--- src/hw/rtl/tope_pkg.sv ---
package tope_pkg;

  localparam int MAX_ENTRIES = 128;
  localparam int NAME_BYTES  = 256;
  localparam int HASH_BYTES  = 32;
  localparam int MODE_BUFFER = 16;

  // Last legal count in each field, and the entry limit as an index value
  localparam logic [7:0] MODE_LAST = 8'(MODE_BUFFER - 1);
  localparam logic [7:0] NAME_LAST = 8'(NAME_BYTES - 1);
  localparam logic [7:0] HASH_LAST = 8'(HASH_BYTES - 1);
  localparam logic [7:0] MAX_IDX   = 8'(MAX_ENTRIES);

  localparam logic [7:0] ASCII_SPACE = 8'h20;
  localparam logic [7:0] ASCII_NUL   = 8'h00;
  localparam logic [7:0] ASCII_PLUS  = 8'h2B;
  localparam logic [7:0] ASCII_MINUS = 8'h2D;
  localparam logic [7:0] ASCII_ZERO  = 8'h30;
  localparam logic [7:0] ASCII_SEVEN = 8'h37;
  localparam logic [7:0] ASCII_TAB   = 8'h09;
  localparam logic [7:0] ASCII_CR    = 8'h0D;

  localparam logic [2:0] CLS_MODE     = 3'd0;
  localparam logic [2:0] CLS_SPACE    = 3'd1;
  localparam logic [2:0] CLS_NAME     = 3'd2;
  localparam logic [2:0] CLS_NAME_END = 3'd3;
  localparam logic [2:0] CLS_HASH     = 3'd4;
  localparam logic [2:0] CLS_LIMIT    = 3'd5;
  localparam logic [2:0] CLS_ERROR    = 3'd6;

  localparam logic [1:0] ST_RUN = 2'd0;
  localparam logic [1:0] ST_OK  = 2'd1;
  localparam logic [1:0] ST_BAD = 2'd2;

  typedef enum logic [4:0] {
    PH_MODE  = 5'b00001,
    PH_NAME  = 5'b00010,
    PH_HASH  = 5'b00100,
    PH_LIMIT = 5'b01000,
    PH_ERROR = 5'b10000
  } phase_t;

  typedef enum logic [3:0] {
    SUB_BLANK  = 4'b0001,
    SUB_SIGN   = 4'b0010,
    SUB_DIGITS = 4'b0100,
    SUB_STOP   = 4'b1000
  } sub_t;

  typedef struct packed {
    phase_t      phase;
    sub_t        sub;
    logic        neg;
    logic [31:0] acc;
    logic [7:0]  cnt;
    logic [7:0]  ent_done;
  } tope_state_t;

  typedef struct packed {
    logic [2:0]  cls;
    logic [7:0]  pos;
    logic [31:0] mode;
    logic [7:0]  idx;
    logic        complete;
    logic [1:0]  status;
  } tope_result_t;

  localparam tope_state_t STATE_RESET = '{
    phase:    PH_MODE,
    sub:      SUB_BLANK,
    neg:      1'b0,
    acc:      32'd0,
    cnt:      8'd0,
    ent_done: 8'd0
  };

endpackage

--- src/hw/rtl/tope_step.sv ---
module tope_step (
  input  tope_pkg::tope_state_t  st_i,
  input  logic [7:0]             byte_i,
  input  logic                   last_i,
  output tope_pkg::tope_state_t  st_o,
  output tope_pkg::tope_result_t res_o
);
  import tope_pkg::*;

  logic        is_digit;
  logic        is_blank;
  logic        is_sign;
  sub_t        dec_sub;
  logic        dec_neg;
  logic [31:0] dec_acc;
  logic [31:0] mode_new;
  logic [31:0] mode_cur;
  logic        err;
  logic        boundary;
  logic [7:0]  ent_inc;

  assign is_digit = (byte_i >= ASCII_ZERO) && (byte_i <= ASCII_SEVEN);
  assign is_blank = (byte_i >= ASCII_TAB) && (byte_i <= ASCII_CR);
  assign is_sign  = (byte_i == ASCII_PLUS) || (byte_i == ASCII_MINUS);
  assign ent_inc  = st_i.ent_done + 8'd1;

  // Octal decode of one mode byte, strtol style
  always_comb begin
    dec_sub = st_i.sub;
    dec_neg = st_i.neg;
    dec_acc = st_i.acc;
    if (st_i.sub == SUB_BLANK && is_blank) begin
      dec_sub = st_i.sub;
    end else if (st_i.sub == SUB_BLANK && is_sign) begin
      dec_neg = (byte_i == ASCII_MINUS);
      dec_sub = SUB_SIGN;
    end else if (st_i.sub == SUB_STOP) begin
      dec_sub = SUB_STOP;
    end else if (is_digit) begin
      dec_acc = {st_i.acc[28:0], byte_i[2:0]};
      dec_sub = SUB_DIGITS;
    end else begin
      dec_sub = SUB_STOP;
    end
  end

  assign mode_new = dec_neg ? (32'd0 - dec_acc) : dec_acc;
  assign mode_cur = st_i.neg ? (32'd0 - st_i.acc) : st_i.acc;

  always_comb begin
    st_o     = st_i;
    res_o    = '{cls: CLS_ERROR, pos: 8'd0, mode: 32'd0, idx: st_i.ent_done,
                 complete: 1'b0, status: ST_BAD};
    err      = 1'b0;
    boundary = 1'b0;
    unique case (st_i.phase)
      PH_MODE: begin
        if (byte_i == ASCII_SPACE) begin
          res_o.cls  = CLS_SPACE;
          res_o.pos  = st_i.cnt;
          res_o.mode = mode_cur;
          st_o.phase = PH_NAME;
          st_o.cnt   = 8'd0;
        end else if (st_i.cnt >= MODE_LAST) begin
          err = 1'b1;
        end else begin
          res_o.cls  = CLS_MODE;
          res_o.pos  = st_i.cnt;
          res_o.mode = mode_new;
          st_o.sub   = dec_sub;
          st_o.neg   = dec_neg;
          st_o.acc   = dec_acc;
          st_o.cnt   = st_i.cnt + 8'd1;
        end
      end
      PH_NAME: begin
        if (byte_i == ASCII_NUL) begin
          res_o.cls  = CLS_NAME_END;
          res_o.pos  = st_i.cnt;
          res_o.mode = mode_cur;
          st_o.phase = PH_HASH;
          st_o.cnt   = 8'd0;
        end else if (st_i.cnt >= NAME_LAST) begin
          err = 1'b1;
        end else begin
          res_o.cls  = CLS_NAME;
          res_o.pos  = st_i.cnt;
          res_o.mode = mode_cur;
          st_o.cnt   = st_i.cnt + 8'd1;
        end
      end
      PH_HASH: begin
        res_o.cls  = CLS_HASH;
        res_o.pos  = st_i.cnt;
        res_o.mode = mode_cur;
        st_o.cnt   = st_i.cnt + 8'd1;
        if (st_i.cnt >= HASH_LAST) begin
          res_o.complete = 1'b1;
          boundary       = 1'b1;
          st_o           = STATE_RESET;
          st_o.ent_done  = ent_inc;
          if (ent_inc >= MAX_IDX) begin
            st_o.phase = PH_LIMIT;
          end
        end
      end
      PH_LIMIT: begin
        res_o.cls = CLS_LIMIT;
        res_o.idx = MAX_IDX;
        boundary  = 1'b1;
      end
      default: begin
        err = 1'b1;
      end
    endcase

    // End of object anywhere but an entry boundary or past the entry limit is malformed
    if (last_i && !boundary) begin
      err = 1'b1;
    end

    if (err) begin
      st_o.phase     = PH_ERROR;
      st_o.ent_done  = st_i.ent_done;
      res_o.cls      = CLS_ERROR;
      res_o.pos      = 8'd0;
      res_o.mode     = 32'd0;
      res_o.idx      = st_i.ent_done;
      res_o.complete = 1'b0;
      res_o.status   = ST_BAD;
    end else if (last_i) begin
      res_o.status = ST_OK;
      st_o         = STATE_RESET;
    end else begin
      res_o.status = ST_RUN;
    end
  end

endmodule

--- src/hw/rtl/tree_object_entry_parser_top.sv ---
// A request accepted into the input stage is parsed into the result register, which drives the outputs.
// Throughput: one byte per cycle, sustained while the result side does not stall.
// The parse state and the byte decode are combinational between the input and result registers.
// Reset (rst_n low, synchronous): both stages empty, parser back at the mode field of
// entry zero with the error flag clear; an error otherwise holds until reset.
module tree_object_entry_parser_top (
  input  logic        clk,
  input  logic        rst_n,

  input  logic        in_valid,
  output logic        in_stall,
  input  logic [7:0]  in_data_byte,
  input  logic        in_end_of_object,

  output logic        out_valid,
  input  logic        out_stall,
  output logic [2:0]  out_byte_class,
  output logic [7:0]  out_field_position,
  output logic [31:0] out_mode_value,
  output logic [7:0]  out_entry_index,
  output logic        out_entry_complete,
  output logic [1:0]  out_parse_status
);
  import tope_pkg::*;

  // Input stage: holds one request until the parser can take it
  logic         a_valid_r;
  logic         a_valid_nxt;
  logic [7:0]   a_byte_r;
  logic         a_last_r;

  // Parser state and the result register
  tope_state_t  state_r;
  tope_state_t  state_nxt;
  tope_result_t res_r;
  tope_result_t res_nxt;
  logic         out_valid_r;
  logic         out_valid_nxt;

  logic         res_free;
  logic         a_fire;
  logic         a_load;

  // The result register can take a new value when empty or being drained
  assign res_free = !out_valid_r || !out_stall;
  // Advance the buffered request into the parser
  assign a_fire   = a_valid_r && res_free;
  // Refill the input stage when it is empty or empties this cycle
  assign a_load   = !a_valid_r || res_free;
  assign in_stall = !a_load;

  tope_step u_step (
    .st_i   (state_r),
    .byte_i (a_byte_r),
    .last_i (a_last_r),
    .st_o   (state_nxt),
    .res_o  (res_nxt)
  );

  always_comb begin
    a_valid_nxt = a_valid_r;
    if (a_load) begin
      a_valid_nxt = in_valid;
    end
  end

  always_comb begin
    out_valid_nxt = out_valid_r;
    if (res_free) begin
      out_valid_nxt = a_valid_r;
    end
  end

  // Control state: cleared by reset
  always_ff @(posedge clk) begin
    if (!rst_n) begin
      a_valid_r   <= 1'b0;
      out_valid_r <= 1'b0;
      state_r     <= STATE_RESET;
    end else begin
      a_valid_r   <= a_valid_nxt;
      out_valid_r <= out_valid_nxt;
      if (a_fire) begin
        state_r <= state_nxt;
      end
    end
  end

  // Payload: capture on load, hold otherwise
  always_ff @(posedge clk) begin
    if (a_load && in_valid) begin
      a_byte_r <= in_data_byte;
      a_last_r <= in_end_of_object;
    end
    if (a_fire) begin
      res_r <= res_nxt;
    end
  end

  assign out_valid          = out_valid_r;
  assign out_byte_class     = res_r.cls;
  assign out_field_position = res_r.pos;
  assign out_mode_value     = res_r.mode;
  assign out_entry_index    = res_r.idx;
  assign out_entry_complete = res_r.complete;
  assign out_parse_status   = res_r.status;

  // Stall only while a request is parked in the input stage
  a_stall_needs_item: assert property (@(posedge clk) disable iff (!rst_n)
    in_stall |-> a_valid_r)
    else $error("input stalled with empty input stage");

  // Once in error, every later byte reports the error class
  a_error_sticky: assert property (@(posedge clk) disable iff (!rst_n)
    (a_fire && state_r.phase == PH_ERROR) |=>
      (out_byte_class == CLS_ERROR && out_parse_status == ST_BAD))
    else $error("byte after error not reported as error");

  // Entry completion only on a hash byte
  a_complete_on_hash: assert property (@(posedge clk) disable iff (!rst_n)
    (out_valid_r && out_entry_complete) |-> (out_byte_class == CLS_HASH))
    else $error("entry complete outside hash field");

  // Entry count never runs past the limit
  a_entries_bounded: assert property (@(posedge clk) disable iff (!rst_n)
    state_r.ent_done <= MAX_IDX)
    else $error("entry count past limit");

endmodule

--- config.mk ---
export PLATFORM = sky130hd
export DESIGN_NAME = tree_object_entry_parser_top
export DESIGN_NICKNAME = d
export VERILOG_FILES = /design/src/hw/rtl/tope_pkg.sv /design/src/hw/rtl/tope_step.sv /design/src/hw/rtl/tree_object_entry_parser_top.sv
export SDC_FILE = /design/constraint.sdc
export NUM_CORES = 1
export LEC_CHECK = 0
export BUFFER_PORTS_ARGS = -buffer_cell sky130_fd_sc_hd__buf_4
export CAP_MARGIN = 40
export CORE_ASPECT_RATIO = 1.1
export CORE_MARGIN = 2
export CORE_UTILIZATION = 33
export DETAILED_ROUTE_END_ITERATION = 6
export GPL_ROUTABILITY_DRIVEN = 0
export PLACE_DENSITY = 0.45
export SLEW_MARGIN = 10
export SYNTH_ARGS = -nofsm -noshare
export SYNTH_HDL_FRONTEND = slang
export SYNTH_HIERARCHICAL = 1
export SYNTH_SLANG_ARGS = --single-unit
--- constraint.sdc ---
create_clock -name clk -period 5.3 [get_ports clk]
set_input_delay 1.06 -clock clk [delete_from_list [all_inputs] [get_ports clk]]
set_output_delay 1.06 -clock clk [all_outputs]
set_load 0.05 [all_outputs]
==> parameters.txt <==
Parameter                              Value

Logic synthesis
  Distinct cell type count after synthesis    72
  Fraction of the yosys area taken by sequential cells    between 30 and 40%
  Adder-cell share of the synthesized area    1.01%
  Combinational family with the most area after synthesis    simple AND/OR/NAND/NOR gates
  EDFF count, synth    63
  Post-synthesis compound-gate area fraction    between 10% and 20%
  Portion of netlist area occupied by mux cells    about an eighth
  Syn Nets    between 1000 and 1500
  Gate Count Post-Synth    990
  Syn_area_per_cell    8.49 sq um
  Number of synthesized register bits    123
  Post-synthesis share of cell area spent on xor and xnor gates    under 10%
  Synth warn    6
  Post-synthesis share of cell area spent on and, or, nand and nor gates    roughly a quarter
  Share of flip-flops with an asynchronous set or reset after synthesis    0%
  Post-synthesis instance area    8410 sq um
  Leading register cell type out of synthesis    edfxtp_1

Power and ir drop
  Power density normalized to cell area    about 260 nW/um^2
  Final total power    approximately 2.5 mW
  Max VDD drop    about 0.00019 V
  Leakage    about 3.5 nW

Timing
  Slew Limit Fails    0
  Final setup fails    0
  Highest attainable clock frequency    around 260 MHz
  Skew final    approximately 0.019 ns
  Worst-case headroom to the max-slew limit    roughly 42%
  Number of endpoints with negative hold slack in the final report    0
  Final critical-path required period    ~3.8 ns
  Setup repair after global routing missed its margin    false
  Fin worst setup slack    approximately 1.5 ns
  Slew at the pin with the worst max-slew slack    between 0.8 and 0.9 ns
  Final setup TNS    0 ns
  Period utilisation layout    about 72%

Global routing
  Grt ovf    0
  Global-route wire length before repair    slightly below 40000 um
  GR Util All Layers    between 10% and 20%
  Vias in the first global route    6987
  Maximum number of pins on one net before global-route repair    roughly 110
  Number of antenna violations at the first check in global routing    0

Setup path
  Critical R2R Capture    out_mode_value[20]$_DFFE_PP_
  Cell type with the highest occurrence count on the critical path    a21oi_1
  Critical Path Start Type    register
  Data arrival time of the critical path    just under 4 ns
  Worst flop-to-flop path startpoint    a_byte_r[7]$_DFFE_PP_
  Data required, critical path    5.45 ns
  Maximum net fanout on the critical path    22
  Cell type of the slowest stage on the worst timing path    or4b_2
  Reg2Reg Setup Slack    approximately 1.5 ns
  Cell chain of the critical path    or2_2 > nor4_2 > buf_4 > nor2_1 > a21oi_1 > ha_1 > or4b_2 > nor4_1 > mux2i_1 > a21oi_1 > a21oi_1 > xor2_1 > o22ai_1
  Number of cells on the worst reg-to-reg path    13
  Startpoint-to-endpoint class of the critical path    register to register
  Worst setup EP type    register
  Largest stage delay on the critical path    between 0.6 and 0.7 ns

Floorplanning
  Width of the die    around 160 um
  Die Footprint    about 27000 sq um
  Die Y-Extent    171 um
  I/O pin total    between 60 and 70
  Effective utilization at floorplan    33.4%
  Standard-cell rows    between 60 and 70
  Placeable core area    roughly 25000 sq um

Placement
  Post-placement cell count    around 1300
  Port Buf Inserts    between 60 and 70
  DP HPWL    around 16000 um
  Setup slack at placement    approximately 1.5 ns

Drt
  1st-pass router iterations    5
  DRT antenna net count    0
  Average routed wire per standard cell    18.4 um
  Number of vias in the routed layout    roughly 7200
  Detailed router's first-iteration violation count    395
  Average via count per standard cell    5.41
  Residual DRC count    0
  Detailed-route wire length    24500 um

Final layout
  Fraction of layout instances using a drive strength above 1    around 14%
  Total number of nets in the final design    1020
  Number of non-filler instances in the completed layout    ~1300
  Layout overhead on the synthesized area    14.3%
  Ant. Diodes    0

Clock tree
  Clock transition at the registers of the reported paths    0.06 ns
  Insertion delay of the later-clocked pin in the worst-skew pair    roughly 0.43 ns
  Total setup buffers inserted after CTS    0
  Number of gates resized after cts    0
  CTS Sinks    between 100 and 150
  Inserted Clock Buffers    17
  Clock root cell    clkbuf_16
  Clock tree from TritonCTS    yes
  Number of hold buffers added after CTS    0
  Maximum clock insertion buffer count    2
  Number of levels the H-tree was split into    4

Flow run
  Number of violations of the max-capacitance limit    0

Hold path
  Worst hold path startpoint    state_r[52]$_SDFFE_PN0P_
  Path type of the worst min-delay path    register to register
  Hold path endpoint    state_r[52]$_SDFFE_PN0P_
  Hold Crit Depth    2

Status
  Status    completed
state kept, by name, summed over array words and instances, names as in the netlist:
name	count
out_byte_class	3
a_byte_r	8
out_valid	1
a_last_r	1
out_field_position	8
state_r	58
out_entry_index	8
a_valid_r	1
out_entry_complete	1
out_parse_status	2
out_mode_value	32
through the flow:
stage                     area [sq um]  util, %  hold slack (ns)
after floorplan                   8410        -            0.431
after global placement            9000     35.7            0.481
after detailed placement          9030     35.9            0.480
after CTS                         9610     38.1            0.489
after global routing              9610     38.1            0.527
final                             9610     38.1            0.490
cells in the final DEF, fill, tap and decap left out, drive strengths merged, types with 4 or more instances in the layout:
| cell | count |
|---|---|
| a21oi | 41 |
| a22oi | 36 |
| and2 | 6 |
| and3 | 5 |
| buf | 81 |
| clkbuf | 18 |
| clkinv | 9 |
| dfxtp | 60 |
| edfxtp | 63 |
| ha | 6 |
| inv | 12 |
| mux2 | 4 |
| mux2i | 95 |
| nand2 | 162 |
| nand2b | 4 |
| nand3 | 16 |
| nand4 | 9 |
| nor2 | 117 |
| nor2b | 16 |
| nor3 | 22 |
| nor4 | 25 |
| o21ai | 24 |
| o22ai | 21 |
| o31ai | 7 |
| o41ai | 4 |
| or2 | 7 |
| or3 | 16 |
| or4 | 9 |
| xnor2 | 36 |
| xor2 | 36 |
where the power goes:
part / switching (mW) / internal (mW)
Clock: 0.459 / 0.693
Combinational: 0.210 / 0.0820
Sequential: 0.0168 / 1.03
Total: 0.686 / 1.80
layout make-up:
type / instances / area [sq um]
clock buffers: 18 / 429
clock inverters: 14 / 148
fillers: 2646 / 15600
inverters: 11 / 41.3
multi-input cells: 767 / 4860
flip-flops and latches: 123 / 3090
well taps: 315 / 394
repair buffers: 81 / 641
critical path: cells and delay by family (launching register included):
kind	cells	cell delay, ns
buf+inv	1	0.36
fa+ha+maj	1	0.31
simple gates	5	1.54
xor+xnor	1	0.17
flops	1	0.39
compound gates	4	0.61
mux	1	0.17
cell usage after synthesis (4+ instances only):
cell	count	area share, %
a21oi_1	41	2.4
a22oi_1	36	3.2
and2_1	6	0.45
and3_1	5	0.37
buf_2	19	1.1
buf_4	13	1.2
clkbuf_1	50	2.2
dfxtp_1	60	14
edfxtp_1	63	23
ha_1	6	0.89
inv_1	11	0.49
mux2_2	4	0.54
mux2i_1	95	11
nand2_1	162	7.2
nand2b_1	4	0.30
nand3_1	16	0.95
nand4_1	9	0.67
nor2_1	116	5.2
nor2b_1	16	1.2
nor3_1	20	1.2
nor4_1	23	1.7
o21ai_0	16	0.95
o21ai_1	6	0.36
o22ai_1	21	1.6
o31ai_1	6	0.54
o41ai_1	4	0.42
or2_2	5	0.37
or3_1	15	1.1
or4_1	6	0.54
xnor2_1	36	3.8
xor2_1	36	3.8
worst max path at each step:
stage	endpoint	slack, ns	from	depth (start not counted)
finish	out_mode_value[20]$_DFFE_PP_	1.47	a_byte_r[7]$_DFFE_PP_	13
global route	out_mode_value[20]$_DFFE_PP_	1.19	a_byte_r[7]$_DFFE_PP_	13
CTS	out_mode_value[20]$_DFFE_PP_	1.49	a_byte_r[7]$_DFFE_PP_	13
detailed placement	out_mode_value[20]$_DFFE_PP_	1.51	a_byte_r[7]$_DFFE_PP_	13
global placement	out_mode_value[20]$_DFFE_PP_	1.57	a_byte_r[7]$_DFFE_PP_	13
floorplan	out_mode_value[20]$_DFFE_PP_	1.39	a_byte_r[7]$_DFFE_PP_	15
logic make-up after synthesis:
group / after synthesis
and+or+nand+nor: 427
AOI/OAI and AO/OA: 162
DFF: 123
buffers and inverters: 100
muxes: 99
xor gates and xnor gates: 72
adders and majority gates: 7
metal layers:
metal	up-vias	track usage (%)	share of wire, %
met5	-	0	0
met4	0	6.10	1.9
met3	33	3.30	3.4
met2	144	32.3	50
met1	3476	23.0	45
li1	3537	-	-
(Power assumes the default switching activity.)
